**src/sv/psau_pkg.sv**
```systemverilog
// shared types and constants for the ppu scroll and address unit
package psau_pkg;

  // command codes
  localparam logic [2:0] CMD_CTRL   = 3'd0;
  localparam logic [2:0] CMD_SCROLL = 3'd1;
  localparam logic [2:0] CMD_ADDR   = 3'd2;
  localparam logic [2:0] CMD_STATUS = 3'd3;
  localparam logic [2:0] CMD_DATA   = 3'd4;
  localparam logic [2:0] CMD_TICK   = 3'd5;

  // configuration register indexes
  localparam logic CFG_BG_ENABLE = 1'b0;
  localparam logic CFG_MIRROR    = 1'b1;

  // raster geometry
  localparam logic [9:0] DOTS_PER_LINE   = 10'd341;
  localparam logic [9:0] LINES_PER_FRAME = 10'd262;
  localparam logic [8:0] VISIBLE_LINES   = 9'd240;
  localparam logic [8:0] POST_LINE       = 9'd240;
  localparam logic [8:0] VBLANK_LINE     = 9'd241;
  localparam logic [8:0] PRE_LINE        = 9'd261;

  // pointer masks
  localparam logic [15:0] TEMP_NT_KEEP   = 16'hF3FF;
  localparam logic [15:0] SCROLL2_KEEP   = 16'h8C1F;
  localparam logic [15:0] ADDR1_KEEP     = 16'h80FF;
  localparam logic [15:0] HCOPY_KEEP     = 16'hFBE0;
  localparam logic [15:0] HCOPY_TAKE     = 16'h041F;
  localparam logic [15:0] VCOPY_KEEP     = 16'h841F;
  localparam logic [15:0] VCOPY_TAKE     = 16'h7BE0;

  // mirroring masks
  localparam logic [13:0] PAL_MASK       = 14'h3F1F;
  localparam logic [13:0] NT_HIGH_MASK   = 14'h2EFF;
  localparam logic [13:0] NT_TO_2000     = 14'h23FF;
  localparam logic [13:0] NT_TO_2800     = 14'h2BFF;
  localparam logic [13:0] NT_TO_2400     = 14'h27FF;

  typedef struct packed {
    logic [14:0] pointer;
    logic [14:0] temp;
    logic [2:0]  fine_x;
    logic        first_write;
    logic [7:0]  control;
    logic [7:0]  status;
    logic [8:0]  dot;
    logic [8:0]  line;
  } psau_state_t;

  typedef struct packed {
    logic bg_enable;
    logic mirror;
  } psau_cfg_t;

  typedef struct packed {
    logic [13:0] memory_address;
    logic [7:0]  status_byte;
    logic        nmi_request;
    logic [14:0] vram_pointer;
    logic [2:0]  fine_scroll_x;
    logic        frame_done;
  } psau_result_t;

endpackage

```
**src/sv/psau_step.sv**
```systemverilog
// next-state and result logic for one command
module psau_step import psau_pkg::*; (
  input  psau_state_t  state_i,
  input  psau_cfg_t    cfg_i,
  input  logic [2:0]   command_i,
  input  logic [7:0]   write_value_i,
  output psau_state_t  state_o,
  output psau_result_t result_o
);

  // fold the pointer into the 14-bit memory space
  function automatic logic [13:0] mirror_addr(logic [14:0] a, logic mode);
    logic [13:0] m;
    logic [13:0] r;
    logic [1:0]  quad;
    m = a[13:0];
    quad = 2'd0;
    if (m < 14'h2000) begin
      r = m;
    end else if (m >= 14'h3F20) begin
      r = m & PAL_MASK;
    end else if (m >= 14'h3F00) begin
      r = m;
    end else begin
      if (m >= 14'h3000) m = m & NT_HIGH_MASK;
      quad = m[11:10];
      r = m;
      if (!mode) begin
        if (quad == 2'd1) r = m & NT_TO_2000;
        else if (quad == 2'd3) r = m & NT_TO_2800;
      end else begin
        if (quad == 2'd2) r = m & NT_TO_2000;
        else if (quad == 2'd3) r = m & NT_TO_2400;
      end
    end
    return r;
  endfunction

  // coarse x increment with horizontal nametable flip
  function automatic logic [14:0] coarse_x_step(logic [14:0] p);
    logic [14:0] r;
    if (p[4:0] == 5'h1F) begin
      r = {p[14:11], ~p[10], p[9:5], 5'h00};
    end else begin
      r = {p[14:5], p[4:0] + 5'd1};
    end
    return r;
  endfunction

  // fine and coarse y increment
  function automatic logic [14:0] y_step(logic [14:0] p);
    logic [14:0] r;
    logic [4:0]  y;
    if (p[14:12] != 3'd7) begin
      r = {p[14:12] + 3'd1, p[11:0]};
    end else begin
      y = p[9:5];
      r = {3'd0, p[11:0]};
      if (y == 5'd29) begin
        y = 5'd0;
        r[11] = ~r[11];
      end else if (y == 5'd31) begin
        y = 5'd0;
      end else begin
        y = y + 5'd1;
      end
      r[9:5] = y;
    end
    return r;
  endfunction

  logic [9:0]  dot_inc;
  logic [9:0]  line_inc;
  logic        pre_line;
  logic        scroll_on;
  logic        coarse_dot;
  logic [13:0] mirrored;
  logic [14:0] scroll_temp;

  always_comb begin
    state_o  = state_i;
    result_o = '0;
    dot_inc  = {1'b0, state_i.dot} + 10'd1;
    line_inc = {1'b0, state_i.line} + 10'd1;
    pre_line = (state_i.line == PRE_LINE);
    scroll_on = cfg_i.bg_enable && (state_i.line < VISIBLE_LINES || pre_line);
    coarse_dot = (state_i.dot[2:0] == 3'd0) && (state_i.dot != 9'd0) &&
                 (state_i.dot < 9'd256 || (state_i.dot > 9'd327 && state_i.dot < 9'd337));
    mirrored = mirror_addr(state_i.pointer, cfg_i.mirror);
    scroll_temp = (state_i.temp & SCROLL2_KEEP[14:0]) | {write_value_i[2:0], 12'd0} |
                  {5'd0, write_value_i[7:3], 5'd0};

    case (command_i)
      CMD_CTRL: begin
        state_o.control = write_value_i;
        state_o.temp = (state_i.temp & TEMP_NT_KEEP[14:0]) | {3'd0, write_value_i[1:0], 10'd0};
      end
      CMD_SCROLL: begin
        if (state_i.first_write) begin
          state_o.temp = {state_i.temp[14:5], write_value_i[7:3]};
          state_o.fine_x = write_value_i[2:0];
          state_o.first_write = 1'b0;
        end else begin
          state_o.temp = scroll_temp;
          state_o.first_write = 1'b1;
        end
      end
      CMD_ADDR: begin
        if (state_i.first_write) begin
          state_o.temp = (state_i.temp & ADDR1_KEEP[14:0]) | {1'b0, write_value_i[5:0], 8'd0};
          state_o.first_write = 1'b0;
        end else begin
          state_o.temp = {state_i.temp[14:8], write_value_i};
          state_o.pointer = {state_i.temp[14:8], write_value_i};
          state_o.first_write = 1'b1;
        end
      end
      CMD_STATUS: begin
        result_o.status_byte = state_i.status;
        state_o.status = {1'b0, state_i.status[6:0]};
        state_o.first_write = 1'b1;
      end
      CMD_DATA: begin
        result_o.memory_address = mirrored;
        state_o.pointer = {1'b0, mirrored} + (state_i.control[2] ? 15'd32 : 15'd1);
      end
      CMD_TICK: begin
        // background scroll work on render and pre-render lines
        if (scroll_on) begin
          if (coarse_dot) begin
            state_o.pointer = coarse_x_step(state_i.pointer);
          end else if (state_i.dot == 9'd256) begin
            state_o.pointer = y_step(state_i.pointer);
          end else if (state_i.dot == 9'd257) begin
            state_o.pointer = (state_i.pointer & HCOPY_KEEP[14:0]) |
                              (state_i.temp & HCOPY_TAKE[14:0]);
          end else if (pre_line && state_i.dot >= 9'd280 && state_i.dot <= 9'd304) begin
            state_o.pointer = (state_i.pointer & VCOPY_KEEP[14:0]) |
                              (state_i.temp & VCOPY_TAKE[14:0]);
          end
        end
        // frame and vblank events
        if (state_i.line == POST_LINE) begin
          result_o.frame_done = (state_i.dot == 9'd0) && cfg_i.bg_enable;
        end else if (pre_line) begin
          if (state_i.dot == 9'd1) state_o.status = {3'd0, state_i.status[4:0]};
        end else if (state_i.line >= VISIBLE_LINES && state_i.dot == 9'd1 &&
                     state_i.line == VBLANK_LINE) begin
          state_o.status = {1'b1, state_i.status[6:0]};
          result_o.nmi_request = state_i.control[7];
        end
        // raster counter
        if (dot_inc >= DOTS_PER_LINE) begin
          state_o.dot = 9'd0;
          state_o.line = (line_inc >= LINES_PER_FRAME) ? 9'd0 : line_inc[8:0];
        end else begin
          state_o.dot = dot_inc[8:0];
        end
      end
      default: begin
      end
    endcase

    result_o.vram_pointer  = state_o.pointer;
    result_o.fine_scroll_x = state_o.fine_x;
  end

endmodule

```
**src/sv/ppu_scroll_address_unit_core.sv**
```systemverilog
// top level of the ppu scroll and address unit
// The unit takes one command per clock: register writes, status reads, data
// accesses and dot ticks are all computed combinationally. The register state
// is updated at the transfer and the result is registered in the output
// register, or in the skid register while the output is held. A two-entry
// output buffer (output register plus skid register) lets commands keep
// flowing while a result waits; the input stalls only once both entries
// are full. Configuration writes take effect at the next clock edge.
module ppu_scroll_address_unit_core import psau_pkg::*; (
  input  logic        clk_i,
  input  logic        rst_ni,
  input  logic        cfg_we_i,
  input  logic        cfg_idx_i,
  input  logic        cfg_wdata_i,
  input  logic        in_valid_i,
  output logic        in_stall_o,
  input  logic [2:0]  command_i,
  input  logic [7:0]  write_value_i,
  output logic        out_valid_o,
  input  logic        out_stall_i,
  output logic [13:0] memory_address_o,
  output logic [7:0]  status_byte_o,
  output logic        nmi_request_o,
  output logic [14:0] vram_pointer_o,
  output logic [2:0]  fine_scroll_x_o,
  output logic        frame_done_o
);

  psau_cfg_t    cfg_q;
  psau_state_t  st_q, st_d;
  psau_result_t res_d;
  psau_result_t out_q;
  psau_result_t skid_q;
  logic         out_valid_q;
  logic         skid_valid_q;
  logic         in_xfer;
  logic         out_free;

  assign in_stall_o = skid_valid_q;
  assign in_xfer    = in_valid_i && !skid_valid_q;
  assign out_free   = !out_valid_q || !out_stall_i;

  // configuration registers
  always_ff @(posedge clk_i or negedge rst_ni) begin
    if (!rst_ni) begin
      cfg_q <= '0;
    end else if (cfg_we_i) begin
      case (cfg_idx_i)
        CFG_BG_ENABLE: cfg_q.bg_enable <= cfg_wdata_i;
        CFG_MIRROR:    cfg_q.mirror <= cfg_wdata_i;
        default: begin
        end
      endcase
    end
  end

  psau_step u_step (
    .state_i       (st_q),
    .cfg_i         (cfg_q),
    .command_i     (command_i),
    .write_value_i (write_value_i),
    .state_o       (st_d),
    .result_o      (res_d)
  );

  // register state
  always_ff @(posedge clk_i or negedge rst_ni) begin
    if (!rst_ni) begin
      st_q <= '{pointer: '0, temp: '0, fine_x: '0, first_write: 1'b1,
                control: '0, status: '0, dot: '0, line: '0};
    end else if (in_xfer) begin
      st_q <= st_d;
    end
  end

  // output buffer control
  always_ff @(posedge clk_i or negedge rst_ni) begin
    if (!rst_ni) begin
      out_valid_q  <= 1'b0;
      skid_valid_q <= 1'b0;
    end else begin
      if (out_free) begin
        out_valid_q  <= in_xfer || skid_valid_q;
        skid_valid_q <= 1'b0;
      end else if (in_xfer) begin
        skid_valid_q <= 1'b1;
      end
    end
  end

  // output buffer payload
  always_ff @(posedge clk_i) begin
    if (out_free) begin
      out_q <= skid_valid_q ? skid_q : res_d;
    end else if (in_xfer) begin
      skid_q <= res_d;
    end
  end

  assign out_valid_o      = out_valid_q;
  assign memory_address_o = out_q.memory_address;
  assign status_byte_o    = out_q.status_byte;
  assign nmi_request_o    = out_q.nmi_request;
  assign vram_pointer_o   = out_q.vram_pointer;
  assign fine_scroll_x_o  = out_q.fine_scroll_x;
  assign frame_done_o     = out_q.frame_done;

  // skid entry is only used behind a held output
  a_skid_behind_out: assert property (@(posedge clk_i) disable iff (!rst_ni)
    skid_valid_q |-> out_valid_q)
    else $error("skid entry valid without output entry");

  // dot counter stays inside the line
  a_dot_range: assert property (@(posedge clk_i) disable iff (!rst_ni)
    st_q.dot < DOTS_PER_LINE[8:0])
    else $error("dot counter out of range");

  // an nmi request leaves vblank set
  a_nmi_sets_vblank: assert property (@(posedge clk_i) disable iff (!rst_ni)
    (in_xfer && res_d.nmi_request) |=> st_q.status[7])
    else $error("nmi request without vblank");

  // frame done only with background on
  a_frame_done_bg: assert property (@(posedge clk_i) disable iff (!rst_ni)
    (in_xfer && res_d.frame_done) |-> (cfg_q.bg_enable && command_i == CMD_TICK))
    else $error("frame done without background tick");

endmodule

```
**config.mk**
```make
export PLATFORM = sky130hd
export DESIGN_NAME = ppu_scroll_address_unit_core
export DESIGN_NICKNAME = d
export VERILOG_FILES = /design/src/sv/psau_pkg.sv /design/src/sv/psau_step.sv /design/src/sv/ppu_scroll_address_unit_core.sv
export SDC_FILE = /design/constraint.sdc
export NUM_CORES = 1
export LEC_CHECK = 0
export ABC_CLOCK_PERIOD_IN_PS = 3200
export BUFFER_PORTS_ARGS = -buffer_cell sky130_fd_sc_hd__buf_4
export CAP_MARGIN = 20
export CORE_ASPECT_RATIO = 1.5
export CORE_MARGIN = 8
export CORE_UTILIZATION = 55
export DETAILED_ROUTE_END_ITERATION = 12
export GPL_TIMING_DRIVEN = 0
export PLACE_DENSITY = 0.76
export RECOVER_POWER = 25
export SYNTH_ARGS = -nofsm -noshare
export SYNTH_HDL_FRONTEND = slang
export SYNTH_SLANG_ARGS = --single-unit
```
**constraint.sdc**
```tcl
create_clock -name clk_i -period 3.2 [get_ports clk_i]
set_input_delay 0.48 -clock clk_i [delete_from_list [all_inputs] [get_ports clk_i]]
set_output_delay 0.48 -clock clk_i [all_outputs]
set_load 0.005 [all_outputs]
```
Yosys cells after proc, flatten, opt, wreduce, memory -nomap -nowiden

Cells that the tools add are included.

Output and inout port bits: 44
Flip-flop bits (word level): 151
Input port bits: 18
Logic and storage cells: 169

Muxes and demuxes: 50
Reductions and logical operators: 38
Equality and inequality tests: 23
Bitwise logic cells: 12
$add $sub $neg: 6
Magnitude comparators: 13

Operators by type and width:

| operator             | number |
|---|---|
| $mux 15              | 9 |
| $mux 14              | 7 |
| $pmux 15 s3          | 2 |
| $mux 13              | 6 |
| $ge 14x14->1 const B | 3 |
| $mux 42              | 1 |
| $mux 8               | 5 |
| $eq 9x9->1 const B   | 3 |
| $add 9x1->10 const B | 2 |
| $ge 10x9->1 const B  | 2 |
| $eq 9x8->1 const B   | 2 |
| $lt 9x9->1 const B   | 2 |
| $mux 9               | 2 |
| $pmux 8 s2           | 1 |
| $add 14x15->15       | 1 |
| $eq 5x5->1 const B   | 3 |
| $or 11x15->15        | 1 |
| $or 12x15->15        | 1 |
| $or 15x10->15        | 1 |
| $or 15x11->15        | 1 |
| $or 15x12->15        | 1 |
| $lt 14x14->1 const B | 1 |
| $or 8x14->14         | 1 |
| $reduce_and 2->1     | 7 |
| 36 further kinds     | 77 |

Longest topological paths before layout

Gate-level depths: netlist (run 1).

Depth after elaboration: 15
Gate-level depth with buffers: 16
Gate-level depth less buffers: 14

Hierarchy

A second synthesis (run 1) with hierarchy kept.

Cells, all modules: 885
Area total of the unflattened synthesis: 9,322.7 um^2

Modules (own cells, without submodules):

| module                       | area each (um^2) | cells each | instances |
|---|---|---|---|
| ppu_scroll_address_unit_core | 5,763.0          | 289        | 1 |
| psau_step                    | 3,559.7          | 596        | 1 |

Least setup slack after synthesis (run 1)

No wires, ideal clock.

Kind: flip-flop to flip-flop
Start: register st_q[54] in the netlist's numbering
End: register out_q (netlist bit vram_pointer_o[12]), data pin
Path buffers: 2
Slack: -0.316 ns
Arrival: 3.246 ns
Data required time: 2.930 ns
Cell stages (with the launch flop): 15
Clock period less this slack: 3.516 ns
Library setup time: 0.270 ns
Cell sequence: dfrtp_1 buf_6 or4b_4 nor4_1 o21ai_0 buf_2 and2_1 ha_1 nand2_1 o21a_1 a211oi_1 nand3_1 xor2_1 a211oi_1 o31ai_1

Cells in the longest elaborated chain, start to end: 14

RTL lines:

| what                              | RTL line                           | text |
|---|---|---|
| start: declaration                | ppu_scroll_address_unit_core.sv:30 | `psau_state_t st_q, st_d;` |
| start signal: assignment          | ppu_scroll_address_unit_core.sv:69 | `st_q <= '{pointer: '0, temp: '0, fine_x: '0, first_write: 1'b1,` |
| start signal: assignment          | ppu_scroll_address_unit_core.sv:72 | `st_q <= st_d;` |
| $ge 14x14->1                      | psau_step.sv:25                    | `if (m >= 14'h3000) m = m & NT_HIGH_MASK;` |
| $mux 13                           | psau_step.sv:25                    |  |
| $mux 14                           | psau_step.sv:22                    | `end else if (m >= 14'h3F00) begin` |
| $mux 14                           | psau_step.sv:20                    | `end else if (m >= 14'h3F20) begin` |
| $mux 14                           | psau_step.sv:18                    | `if (m < 14'h2000) begin` |
| $mux 13, on equally long branches | psau_step.sv:30, psau_step.sv:33   |  |
| $mux 13, on equally long branches | psau_step.sv:29, psau_step.sv:32   |  |
| $mux 13                           | psau_step.sv:28                    | `if (!mode) begin` |
| $mux 14                           | psau_step.sv:22                    |  |
| $mux 14                           | psau_step.sv:20                    |  |
| $mux 14 (*)                       | psau_step.sv:18                    |  |
| $add 14x15->15 (*)                | psau_step.sv:125                   | `state_o.pointer = {1'b0, mirrored} + (state_i.control[2] ? 15'd32 : 15'd1);` |
| $pmux 15 s3 (*)                   | psau_step.sv:93                    | `case (command_i)` |
| $mux 42 (*)                       | ppu_scroll_address_unit_core.sv:94 | `out_q <= skid_valid_q ? skid_q : res_d;` |
| end signal: assignment            | ppu_scroll_address_unit_core.sv:94 |  |
| end: declaration                  | ppu_scroll_address_unit_core.sv:32 | `psau_result_t out_q;` |

Mark *: on every way between the ends. The rest lies on a longest branch, timed or not. The select of a mux whose other input is x is not followed.
A chain may end at the register's enable or synchronous reset.

==> results of run 1 <==
## stage by stage
stage	power (W)	std cells	TNS, ns	instance area (um^2)	hold WS, ns
floorplan	0.00317	799	-0.0893	7770	0.184
global placement	0.00368	1017	-36.23	8380	0.458
detailed placement	0.00373	1018	-14.88	8400	0.482
CTS	0.00577	1067	-4.83	9280	0.177
global route	0.00612	1073	-7.55	9480	0.306
finish	0.00589	1073	-4.85	9480	0.311
## final cells by class
class	instances	share of cell area, %
Sequential cell	129	37.8
Clock buffer	18	4.53
Timing Repair Buffer	81	6.56
Clock inverter	14	1.41
Inverter	22	0.898
Buffer	60	3.08
Tap cell	165	2.18
Multi-Input combinational cell	584	43.5
## power breakdown
part           switching [W]  internal, W
Clock               0.000782      0.00108
Combinational        0.00101     0.000783
Sequential          0.000195      0.00204
Total                0.00199      0.00390
## cell families (layout without fill, tap and decap cells)
kind of cell	Yosys count	after routing	share of synthesized area, %
adders and majority gates	19	19	3.09
AOI/OAI and AO/OA	221	221	19.4
buffers and inverters	86	195	4.90
DFF	129	129	46.6
xor gates and xnor gates	8	8	0.912
other	1	7	0.0488
and+or+nand+nor	283	283	18.5
muxes	46	46	6.50
## layout by cell type (no fill, tap or decap), types with 6 or more instances in the layout
cell type / n
sky130_fd_sc_hd__nand2_1: 92
sky130_fd_sc_hd__a22oi_1: 17
sky130_fd_sc_hd__mux2_2: 29
sky130_fd_sc_hd__mux2i_1: 15
sky130_fd_sc_hd__clkbuf_16: 17
sky130_fd_sc_hd__nor2b_1: 9
sky130_fd_sc_hd__edfxtp_1: 70
sky130_fd_sc_hd__nand2b_1: 8
sky130_fd_sc_hd__nor2_1: 55
sky130_fd_sc_hd__inv_1: 20
sky130_fd_sc_hd__o31ai_1: 20
sky130_fd_sc_hd__clkbuf_1: 39
sky130_fd_sc_hd__o22ai_1: 6
sky130_fd_sc_hd__dfrtp_1: 54
sky130_fd_sc_hd__a21oi_1: 30
sky130_fd_sc_hd__nand3_1: 18
sky130_fd_sc_hd__o21ai_0: 57
sky130_fd_sc_hd__a21oi_2: 6
sky130_fd_sc_hd__nand4_1: 8
sky130_fd_sc_hd__conb_1: 7
sky130_fd_sc_hd__nor3_1: 14
sky130_fd_sc_hd__buf_4: 81
sky130_fd_sc_hd__and2_1: 7
sky130_fd_sc_hd__and3_1: 15
sky130_fd_sc_hd__o211ai_1: 6
sky130_fd_sc_hd__ha_1: 17
## layer usage
layer  global-route usage (%)  share of wire (%)
met4                     19.9                6.8
met1                     30.0                 37
met2                     47.3                 51
met3                     4.89                5.5
met5                        0                  0
## registers in the layout, indices dropped and copies added, names as in the netlist
register,count
cfg_q,2
fine_scroll_x_o,3
frame_done_o,1
in_stall_o,1
memory_address_o,14
nmi_request_o,1
out_valid_o,1
skid_q,35
st_q,55
status_byte_o,1
vram_pointer_o,15
## worst max path at each step
| stage | to | slack (ns) | cells after the start |
|---|---|---|---|
| finish | vram_pointer_o[10]$_DFFE_PN_ | -0.34 | 13 |
| detailed placement | vram_pointer_o[10]$_DFFE_PN_ | -0.78 | 16 |
| floorplan | vram_pointer_o[10]$_DFFE_PN_ | -0.06 | 16 |
| global route | vram_pointer_o[10]$_DFFE_PN_ | -0.46 | 13 |
| global placement | vram_pointer_o[10]$_DFFE_PN_ | -0.78 | 16 |
| CTS | vram_pointer_o[10]$_DFFE_PN_ | -0.36 | 14 |
## timing repair
item,CTS,global route
resized for setup,39,32
pin swaps,34,15
hold endpoints to repair,0,0
endpoints found under the setup margin,35,39
buffers inserted,18,10
hold buffers,0,0
==> out/summary.md, run 1 <==
The layout cell share with drive strength beyond 1 was 25.7%; the chip height was 161 um. Headroom to the max-slew limit came out at -8.13%. The startpoint identified for the worst hold timing path is cfg_wdata_i. Flip-flop cell with the highest count after synthesis: sky130_fd_sc_hd__edfxtp_1. The initial antenna violation count was 0; the total power divided by cell area was 621 nW/um^2. In the routed design, unresolved DRC markers number 0. Summing all multi-input logic gate instances after layout gives 4130 um^2. The path with the worst hold slack has its endpoint at cfg_q[1]$_DFFE_PN0P_. Yosys mapped a number of flops with a built-in enable equal to 70. Registers take 3580 um^2. Detailed placement ended at an HPWL of 17.7 mm. The endpoint required time on the critical path was 3.37 ns.

The cell with the largest stage delay on the worst path was sky130_fd_sc_hd__or4b_4. Derived from the worst setup path, the maximum achievable clock frequency is 282 MHz. The clock drives 129 sinks. The final clock period utilization by the worst path was 111%.

The cell type with the highest aggregate area in the netlist was sky130_fd_sc_hd__edfxtp_1. The sort of element at the end of the critical path was a flop. The cell depth of the worst min-delay path is 2. The final setup violation count is 25, and the maximum clock insertion buffer count is 2. Among cell families on the critical path, the largest total delay comes from simple AND/OR/NAND/NOR gates.

The post-synthesis to final-layout area growth was 23.4%. The synthesized netlist contains 80 unique library cells. The die is 113 um wide.

In this run, CTS created clock tree buffers numbering 17. The critical path in this run is classified as reg -> reg. Clock tree synthesis selected as its root buffer the cell sky130_fd_sc_hd__clkbuf_16. TritonCTS built the clock tree. The slew at the pin closest to its max-slew limit came out at 1.62 ns.

IR analysis of the VDD net gives a maximum drop of 0.349 mV. For this run, the slowest stage of the critical path takes 0.57 ns. Yosys attributes the largest share of cell area to sky130_fd_sc_hd__edfxtp_1 27%, sky130_fd_sc_hd__dfrtp_1 19%, sky130_fd_sc_hd__nand2_1 4.6%. The average wire length per cell after detail routing was 22.8 um. Summed over all layers, the routed wires come to 24.5 mm.

The die covers 18100 um^2. The synthesized design devotes to its leading area cell type 27.4% of total area. Clock latency on the worst-skew pair, taken at its later pin, is 0.42 ns. The max-cap violation count is 1, and the hold violation total from the final report is 0. Using the TritonRoute via totals, the vias-per-cell ratio works out to 6.45.

The tools report the total track usage as 27.6%. The logs give 793 for the gate count after technology mapping and 932 for the final net count. Routability-driven placement finished with a final weighted congestion of 0.976. The first detailed-routing pass took 5 iterations. Counting cells, the worst reg-to-reg path comes to 13. Entering global routing, the biggest net connects 60 pins. The run gives -0.34 ns as the setup slack on the worst flop-to-flop path. The worst flop-to-flop path startpoint is st_q[54]$_DFFE_PN0P_.

The run gives 1108 as the fill cell total of the finished layout. The endpoint identified for the worst register-to-register timing path is vram_pointer_o[10]$_DFFE_PN_. The flow ran to the end, but the final reports show violations.

Buffers placed on the I/O ports in this run total 53. Each instance of the synthesized netlist takes up on average 9.69 um^2. Counting instances in the post-synthesis netlist gives the leading cell types as 95 x sky130_fd_sc_hd__nand2_1, 70 x sky130_fd_sc_hd__edfxtp_1, 61 x sky130_fd_sc_hd__o21ai_0. For the number of global-route vias before repair, the log shows 6877. For this run, asynchronously set or reset flops after synthesis account for 45.7%. For the H-tree level count, the log shows 4. Setup repair after global routing could not meet its margin everywhere.

The run gives -0.780 ns as the worst setup timing slack at the placement stage. Of all nets on the critical path, the largest fanout is 4. After floorplanning, the core was sized to cover 13900 um^2. The fraction of the yosys area taken by sequential cells is 46.6%. 62 I/O pins were placed.

The final core utilization came out at 68.4%. The type of element launching the critical path is a flop. The tools report the post-detailed-route count of antenna-violating nets as 0. For this configuration, the core starts out at a cell density of 55.4%. The signal on the critical path passes through or4b_4 -> nor4_4 -> o21ai_1 -> buf_4 -> and2_4 -> ha_4 -> nand2_4 -> o21a_4 -> a211oi_4 -> nand2_2 -> xnor2_4 -> o2111ai_4 -> mux2_4. The first routing iteration left 549 violations. The checks that failed: capacitance limit, slew limit, setup timing. The critical path launch point is st_q[54]$_DFFE_PN0P_. The worst hold-check path type is in -> reg. sky130_fd_sc_hd__nand2_1 is the most common cell in the netlist. The synthesized cell area was 7680 um^2; the clock-pin slew on the worst setup and hold paths was 0.06 ns. The number of slew-limit violations in the final report is 60, and the overall via count from detail_route is 6922. The first global-routing pass estimated 38.6 mm of wire.

In this run the static leakage power is 3.68 nW. Setup clock skew after layout: 0.0130 ns. The tools report the number of antenna repair diodes as 0. The post-route worst setup slack is -0.343 ns. Row generation in the floorplan step produced 53 rows.

Total buffers and inverters traversed by the critical path: 1. The number of warning messages in the yosys log is 0, and the final period demand of the worst path is 3.54 ns. For the total global routing overflow, the log shows 0. At the worst endpoint, the arrival time is 3.71 ns. Post-synthesis sequential element count: 129.
Note: power is estimated with default switching activity, not from simulation.
==> run 2: changes to the inputs <==
TNS_END_PERCENT = 1   (was unset)
==> out/summary.md, run 2 (same netlist as run 1, synthesis figures left out) <==
The flow ran to the end, but the final reports show violations. The final reports fail on capacitance limit, slew limit, setup timing. The tree is rooted in a sky130_fd_sc_hd__clkbuf_16.

The min-delay analysis places its worst path in the category in -> reg. The logs give 3.66 nW (-0.53%) for the static leakage and 0 (unchanged) for the hold buffer count at CTS. The via count normalized by instance count was 6.41 (-0.56%); the number of buffers created by CTS was 17 (unchanged).

The data arrival time at the worst-slack endpoint is 3.58 ns (-0.13 ns). The number of antenna repair diodes was 0 (unchanged); the total global routing overflow was 0 (unchanged). Area of the die: 18100 um^2 (unchanged).

The run gives 293 MHz (+3.7%) as the maximum clock frequency. The tools report the starting density of the core as 55.4% (unchanged). The number of flip-flops in the largest register was 55 (unchanged). The pin count of the biggest net entering global routing is 60 (unchanged). TritonCTS built the clock tree. The clock sink count is 129 (unchanged). The critical setup path kind is reg -> reg.

For the endpoint required time on the critical path, the log shows 3.37 ns (about the same). The standard-cell row count came out at 53 (unchanged). The final clock period utilization by the worst path is 107% (-4.0 points), and the final period demand of the worst path is 3.42 ns (-0.127 ns). The share of power burned in combinational logic is 29.2% (-1.3 points), and the switching power of the nets is 0.00195 W (-2.1%). For the post-detailed-route count of antenna-violating nets, the log shows 0 (unchanged). The setup clock skew after layout is 0.0111 ns (-0.00192 ns). The tools report the total wire length after detailed routing as 24.0 mm (-1.8%). The tools report the worst max-slew margin expressed relative to the limit as -9.83% (-1.7 points).

The worst-skew pair later-pin latency came out at 0.42 ns (about the same). The largest voltage drop on the vdd net is 0.376 mV (+7.7%), and the number of slew-limit violations in the final report is 60 (unchanged). The tools report the area of the core as 13900 um^2 (unchanged). Leaving out fill and tap cells, the most frequent cells in the layout are 93 x sky130_fd_sc_hd__nand2_1, 77 x sky130_fd_sc_hd__buf_4, 70 x sky130_fd_sc_hd__edfxtp_1. For the number of top-level pins, the log shows 62 (unchanged). Sort of element at the end of the critical path: a flop. The post-route worst setup slack is -0.215 ns (+0.127 ns). Setup repair after global routing could not meet its margin everywhere. For the sequential power share, the log shows 38.0% (about the same). The hold violation total from the final report was 0 (unchanged); the number of global-route vias before repair was 6907 (+0.44%). The post-synthesis to final-layout area growth came out at 22.1%. The average wire length per cell after detail routing was 22.5 um (-1.5%). For the aggregate negative setup slack, the log shows -2.30 ns (+2.55 ns). The total DRC errors in the routed layout is 0 (unchanged), and the clock-pin slew on the worst setup and hold paths is 0.06 ns (about the same). The slew at the pin closest to its max-slew limit is 1.65 ns (+0.0255 ns).

The total track usage is 26.7% (-0.83 points). The highest fanout seen on the critical path works out to 3 (-1). Leaving out fill and tap cells, the most frequent cell in the layout is sky130_fd_sc_hd__nand2_1. More flip-flops sit in one register than any other, and that register is st_q. For the global-route wire length before repair, the log shows 37.6 mm (-2.5%). The switching part of the total was 33.0% (-0.72 points); the sum of internal, switching and leakage power was 0.00589 W (about the same). The maximum clock insertion buffer count was 2 (unchanged); the layout cell share with drive strength beyond 1 was 23.9% (-1.8 points). The logs give 6864 (-0.84%) for the overall via count from detail_route and 5 (unchanged) for the number of detailed-route iterations in the first pass.

The routability-driven placement congestion ratio was 0.979 (+0.26%). The number of I/O port buffers was 53 (unchanged); the chip height was 161 um (unchanged). The width of the die was 113 um (unchanged); the power share of the clock group was 32.9% (+1.3 points). The total power divided by cell area is 628 nW/um^2 (+1.0%), and the estimated wirelength of the detail-placed design is 17.5 mm (-1.0%).

The run gives 1 (unchanged) as the max-cap violation count. The run gives 479 (-13%) as the detailed router's first-iteration violation count. The cell-internal power came out at 0.00394 W (+1.1%). The run gives 67.7% (-0.70 points) as the final core utilization. The initial antenna violation count came out at 0 (unchanged).

The run gives 19 (-24%) as the final setup violation count. The type of element launching the critical path is a flop. The H-tree level count is 4 (unchanged), and the worst setup timing slack at the placement stage is -0.905 ns (-0.124 ns). For the final net count, the log shows 929 (-0.32%).
[run 2: power by group through the flow]
stage / Sequential, W / Combinational (W) / Clock (W)
3_5_place_dp: 0.00224 / 0.00147 / 0
3_3_place_gp: 0.00223 / 0.00143 / 0
4_1_cts: 0.00222 / 0.00163 / 0.00195
6_report: 0.00224 / 0.00172 / 0.00194
5_1_grt: 0.00226 / 0.00185 / 0.00201
2_1_floorplan: 0.00219 / 0.000964 / 0
[run 2: repair_timing]
item                                   4_1_cts  5_1_grt
pin swaps                                   18       20
buffers inserted                            14        9
setup endpoints to repair                   35       36
endpoints found under the hold margin        0        0
gates resized for setup                     40       19
[run 2: final timing paths]
kind	to	cells past startpoint	from	slack [ns]
min reg2reg	st_q[35]$_DFFE_PN0P_	2	st_q[35]$_DFFE_PN0P_	0.49
min in group asynchronous	st_q[0]$_DFFE_PN0P_	1	rst_ni	0.47
max in group asynchronous	st_q[65]$_DFFE_PN0P_	1	rst_ni	1.60
max reg2reg	vram_pointer_o[10]$_DFFE_PN_	12	st_q[60]$_DFFE_PN0P_	-0.22
max	vram_pointer_o[10]$_DFFE_PN_	12	st_q[60]$_DFFE_PN0P_	-0.22
min	cfg_q[0]$_DFFE_PN0P_	2	cfg_wdata_i	0.31
[run 2: final cells by class]
cell class	count	area, um^2
fillers	1111	4480
inverters	22	90.1
multi-input cells	584	4010
repair buffers	78	606
well taps	165	206
clock buffers	18	429
flip-flops and latches	129	3590
clock inverters	14	159
plain buffers	60	298
[run 2: metal layers]
metal / wire length (um) / vias to the layer above / GRT usage, %
met2: 12600 / 282 / 47.9
met1: 9000 / 3348 / 28.7
met3: 1160 / 78 / 4.55
met4: 1270 / 0 / 16.1
li1: - / 3156 / -
met5: 0 / - / 0
[run 2: per-stage QoR]
stage / cell area [um^2] / hold slack [ns] / std cells
3_3_place_gp: 8360 / 0.459 / 1017
6_report: 9380 / 0.307 / 1070
4_1_cts: 9260 / 0.175 / 1062
3_5_place_dp: 8390 / 0.474 / 1018
2_1_floorplan: 7750 / 0.184 / 799
5_1_grt: 9380 / 0.317 / 1070
[run 2: critical path, cell delays in order, from the launching register on]
cell,delay (ns)
sky130_fd_sc_hd__dfrtp_2,0.44
sky130_fd_sc_hd__or4b_4,0.57
sky130_fd_sc_hd__nor4_4,0.28
sky130_fd_sc_hd__o21ai_2,0.12
sky130_fd_sc_hd__and2_4,0.18
sky130_fd_sc_hd__ha_4,0.29
sky130_fd_sc_hd__nand2_4,0.06
sky130_fd_sc_hd__o21a_4,0.24
sky130_fd_sc_hd__a211oi_2,0.17
sky130_fd_sc_hd__nand2_1,0.12
sky130_fd_sc_hd__xnor2_2,0.17
sky130_fd_sc_hd__o2111ai_2,0.20
sky130_fd_sc_hd__mux2_4,0.32
==> run 3: changes to the inputs <==
BUFFER_PORTS_ARGS = unset   (was -buffer_cell sky130_fd_sc_hd__buf_4)
CORE_UTILIZATION = 58   (was 55)
DONT_BUFFER_PORTS = 1   (was unset)
PLACE_DENSITY = 0.75   (was 0.76)
==> out/summary.md, run 3 (same netlist as run 1, synthesis figures left out) <==
The overall via count from detail_route was 6798 (-0.96%). The post-detailed-route count of antenna-violating nets was 0 (unchanged); the average wire length per cell after detail routing was 23.9 um (+6.4%). The area growth from synthesis to layout is 17.4%.

The chip height is 157 um (-2.4%). Cell with the largest stage delay on the worst path: sky130_fd_sc_hd__or4b_4. For the number of top-level pins, the log shows 62 (unchanged).

The cell count along the critical path is 17 (+5). The static leakage was 3.42 nW (-6.5%). The run finished, with violations left. The via count normalized by instance count is 6.66 (+3.8%). The slew at the pin closest to its max-slew limit was 1.67 ns (+0.0261 ns). The checks that failed: capacitance limit, slew limit, setup timing.

Clock tree synthesis selected as its root buffer the cell sky130_fd_sc_hd__clkbuf_16. The estimated wirelength of the detail-placed design came out at 17.3 mm (-1.5%). For the maximum clock frequency, the log shows 279 MHz (-4.8%). The maximum clock insertion buffer count came out at 2 (unchanged). The path class of the tightest hold or removal check is in -> reg. The run gives 494 (+3.1%) as the detailed router's first-iteration violation count.

Tracing the worst setup path back leads to its startpoint at st_q[66]$_DFFE_PN0P_. The total buffers and inverters traversed by the critical path is 10 (+10), and the number of detailed-route iterations in the first pass is 10 (+5). The cell area after layout came out at 9020 um^2 (-3.9%). For the global-route wire length before repair, the log shows 37.9 mm (+0.77%).

The clock-pin slew on the worst setup and hold paths was 0.06 ns (about the same); the routability-driven placement congestion ratio was 0.940 (-3.9%). The number of I/O port buffers was 0 (-100%). The run gives 886 (-4.6%) as the final net count. The data arrival time at the worst-slack endpoint was 3.84 ns (+0.26 ns); the final setup violation count was 25 (+6). The run gives 0 (unchanged) as the initial antenna violation count.

The run gives 60 (unchanged) as the number of slew-limit violations in the final report. The post-layout instance count excluding filler cells came out at 1021 (-4.6%). The top cell types in the final layout, fill and taps aside, are 91 x sky130_fd_sc_hd__nand2_1, 70 x sky130_fd_sc_hd__edfxtp_1, 57 x sky130_fd_sc_hd__o21ai_0. The worst hold path begins at write_value_i[2].

TritonCTS built the clock tree. The cell family contributing the most delay on the critical path is buffers and inverters. Worst setup timing slack at the placement stage: -0.908 ns (-0.00283 ns).

Number of buffers created by CTS: 17 (unchanged). The number of flip-flops in the largest register works out to 55 (unchanged). The run gives 959 (-5.8%) as the number of instances in the placed design.

The library cell used most frequently in the layout, excluding fill and tap cells, is sky130_fd_sc_hd__nand2_1. The run gives 13000 um^2 (-6.5%) as the area of the core. The logs give 0 (unchanged) for the hold violation total from the final report and 3.45 ns (+0.08 ns) for the endpoint required time on the critical path. More flip-flops sit in one register than any other, and that register is st_q. For the largest voltage drop on the vdd net, the log shows 0.388 mV (+3.1%). Setup repair after global routing could not meet its margin everywhere.

The tools report the worst-skew pair later-pin latency as 0.42 ns (about the same). The H-tree level count is 4 (unchanged), and the total DRC errors in the routed layout is 0 (unchanged). The placed cell area is 7980 um^2 (-4.8%). STA classifies the critical path startpoint as a flop. The logs give 0 (unchanged) for the total global routing overflow and 1 (unchanged) for the max-cap violation count. In this run the critical register-to-register path is launched from st_q[66]$_DFFE_PN0P_. The cell depth of the worst min-delay path was 2 (unchanged); the total wire length after detailed routing was 24.4 mm (+1.5%). By instance count, the cell type seen most on the critical path is sky130_fd_sc_hd__buf_4. For the standard-cell row count, the log shows 51 (-3.8%). The final clock period utilization by the worst path came out at 112% (+5.4 points). Total power divided by cell area: 628 nW/um^2 (+0.13%). The layout cell share with drive strength beyond 1 came out at 20.0% (-3.9 points).

Final period demand of the worst path: 3.59 ns (+0.174 ns). The number of antenna repair diodes was 0 (unchanged); the width of the die was 110 um (-2.2%). The signal on the critical path passes through buf_6 -> or4b_4 -> nor4_4 -> o21ai_2 -> buf_4 -> buf_4 -> buf_4 -> buf_4 -> buf_4 -> buf_4 -> buf_4 -> buf_4 -> buf_4 -> and3_4 -> a2111oi_4 -> a311oi_2 -> o31ai_2.

The highest fanout seen on the critical path is 8 (+5). The final core utilization came out at 69.6% (+1.9 points). Setup clock skew after layout: 0.0115 ns (+0.000376 ns).

The number of cells on the worst reg-to-reg path came out at 17 (+5). By startpoint and endpoint, the worst setup path is classified as reg -> reg. The highest cell delay on the worst timing path is 0.49 ns (-0.08 ns).

For the total track usage, the log shows 29.2% (+2.4 points). The area of the die is 17300 um^2 (-4.6%). The tools report the clock sink count as 129 (unchanged).

The run gives 6754 (-2.2%) as the number of global-route vias before repair. The starting density of the core came out at 59.3% (+3.9 points). The post-route worst setup slack was -0.389 ns (-0.174 ns). Pin count of the biggest net entering global routing: 60 (unchanged). Worst max-slew margin expressed relative to the limit: -11.6% (-1.7 points).

The sort of element at the end of the critical path was a flop.
-- run 3: cell types whose count changed in the layout (fill, tap and decap cells not counted), moves of 2 or more --
cell	change
sky130_fd_sc_hd__nand2_2	+2
sky130_fd_sc_hd__clkbuf_4	-4
sky130_fd_sc_hd__clkinvlp_4	+2
sky130_fd_sc_hd__buf_4	-40
sky130_fd_sc_hd__clkinv_4	-2
sky130_fd_sc_hd__inv_6	+2
sky130_fd_sc_hd__nand2_1	-2
-- run 3: worst paths after layout --
kind	to	slack (ns)
hold / removal	st_q[28]$_DFFE_PN0P_	0.19
setup reg to reg	vram_pointer_o[11]$_DFFE_PN_	-0.39
min in group asynchronous	st_q[2]$_DFFE_PN0P_	1.02
hold reg to reg	st_q[35]$_DFFE_PN0P_	0.47
max in group asynchronous	st_q[65]$_DFFE_PN0P_	1.03
setup / recovery	vram_pointer_o[11]$_DFFE_PN_	-0.39
-- run 3: cell type report --
class                           count  area [um^2]
Multi-Input combinational cell    584         4010
Fill cell                         991         3930
Sequential cell                   129         3590
Clock buffer                       18          429
Buffer                             61          305
Timing Repair Buffer               34          269
Tap cell                          159          199
Clock inverter                     14          133
Inverter                           22         90.1
-- run 3: layer usage --
| metal | track usage [%] | share of wire [%] | vias to the layer above |
|---|---|---|---|
| li1 | - | - | 3064 |
| met1 | 32.0 | 36 | 3300 |
| met2 | 49.0 | 50 | 345 |
| met3 | 7.29 | 7.1 | 89 |
| met4 | 17.9 | 6.2 | 0 |
| met5 | 0 | 0 | - |
-- run 3: what timing repair did --
item	in CTS	in global routing
setup buffers	21	9
resized for setup	40	21
pin swaps	15	20
endpoints found under the setup margin	35	38
hold endpoints to repair	59	0
hold buffers	2	0
-- run 3: through the flow --
step | hold slack (ns) | setup TNS [ns] | total power (W)
2_1_floorplan | 0.184 | -0.550 | 0.00316
5_1_grt | 0.187 | -8.08 | 0.00591
3_5_place_dp | 0.187 | -19.30 | 0.00356
4_1_cts | 0.174 | -3.10 | 0.00557
3_3_place_gp | 0.187 | -35.61 | 0.00352
6_report | 0.185 | -5.23 | 0.00567
-- run 3: power by group --
group          switching, W  total (W)  internal (W)  leakage, nW
Sequential         0.000220    0.00226       0.00204         1.46
Combinational      0.000917    0.00155      0.000637         1.71
Clock              0.000774    0.00185       0.00108        0.261
Total               0.00191    0.00567       0.00376         3.42
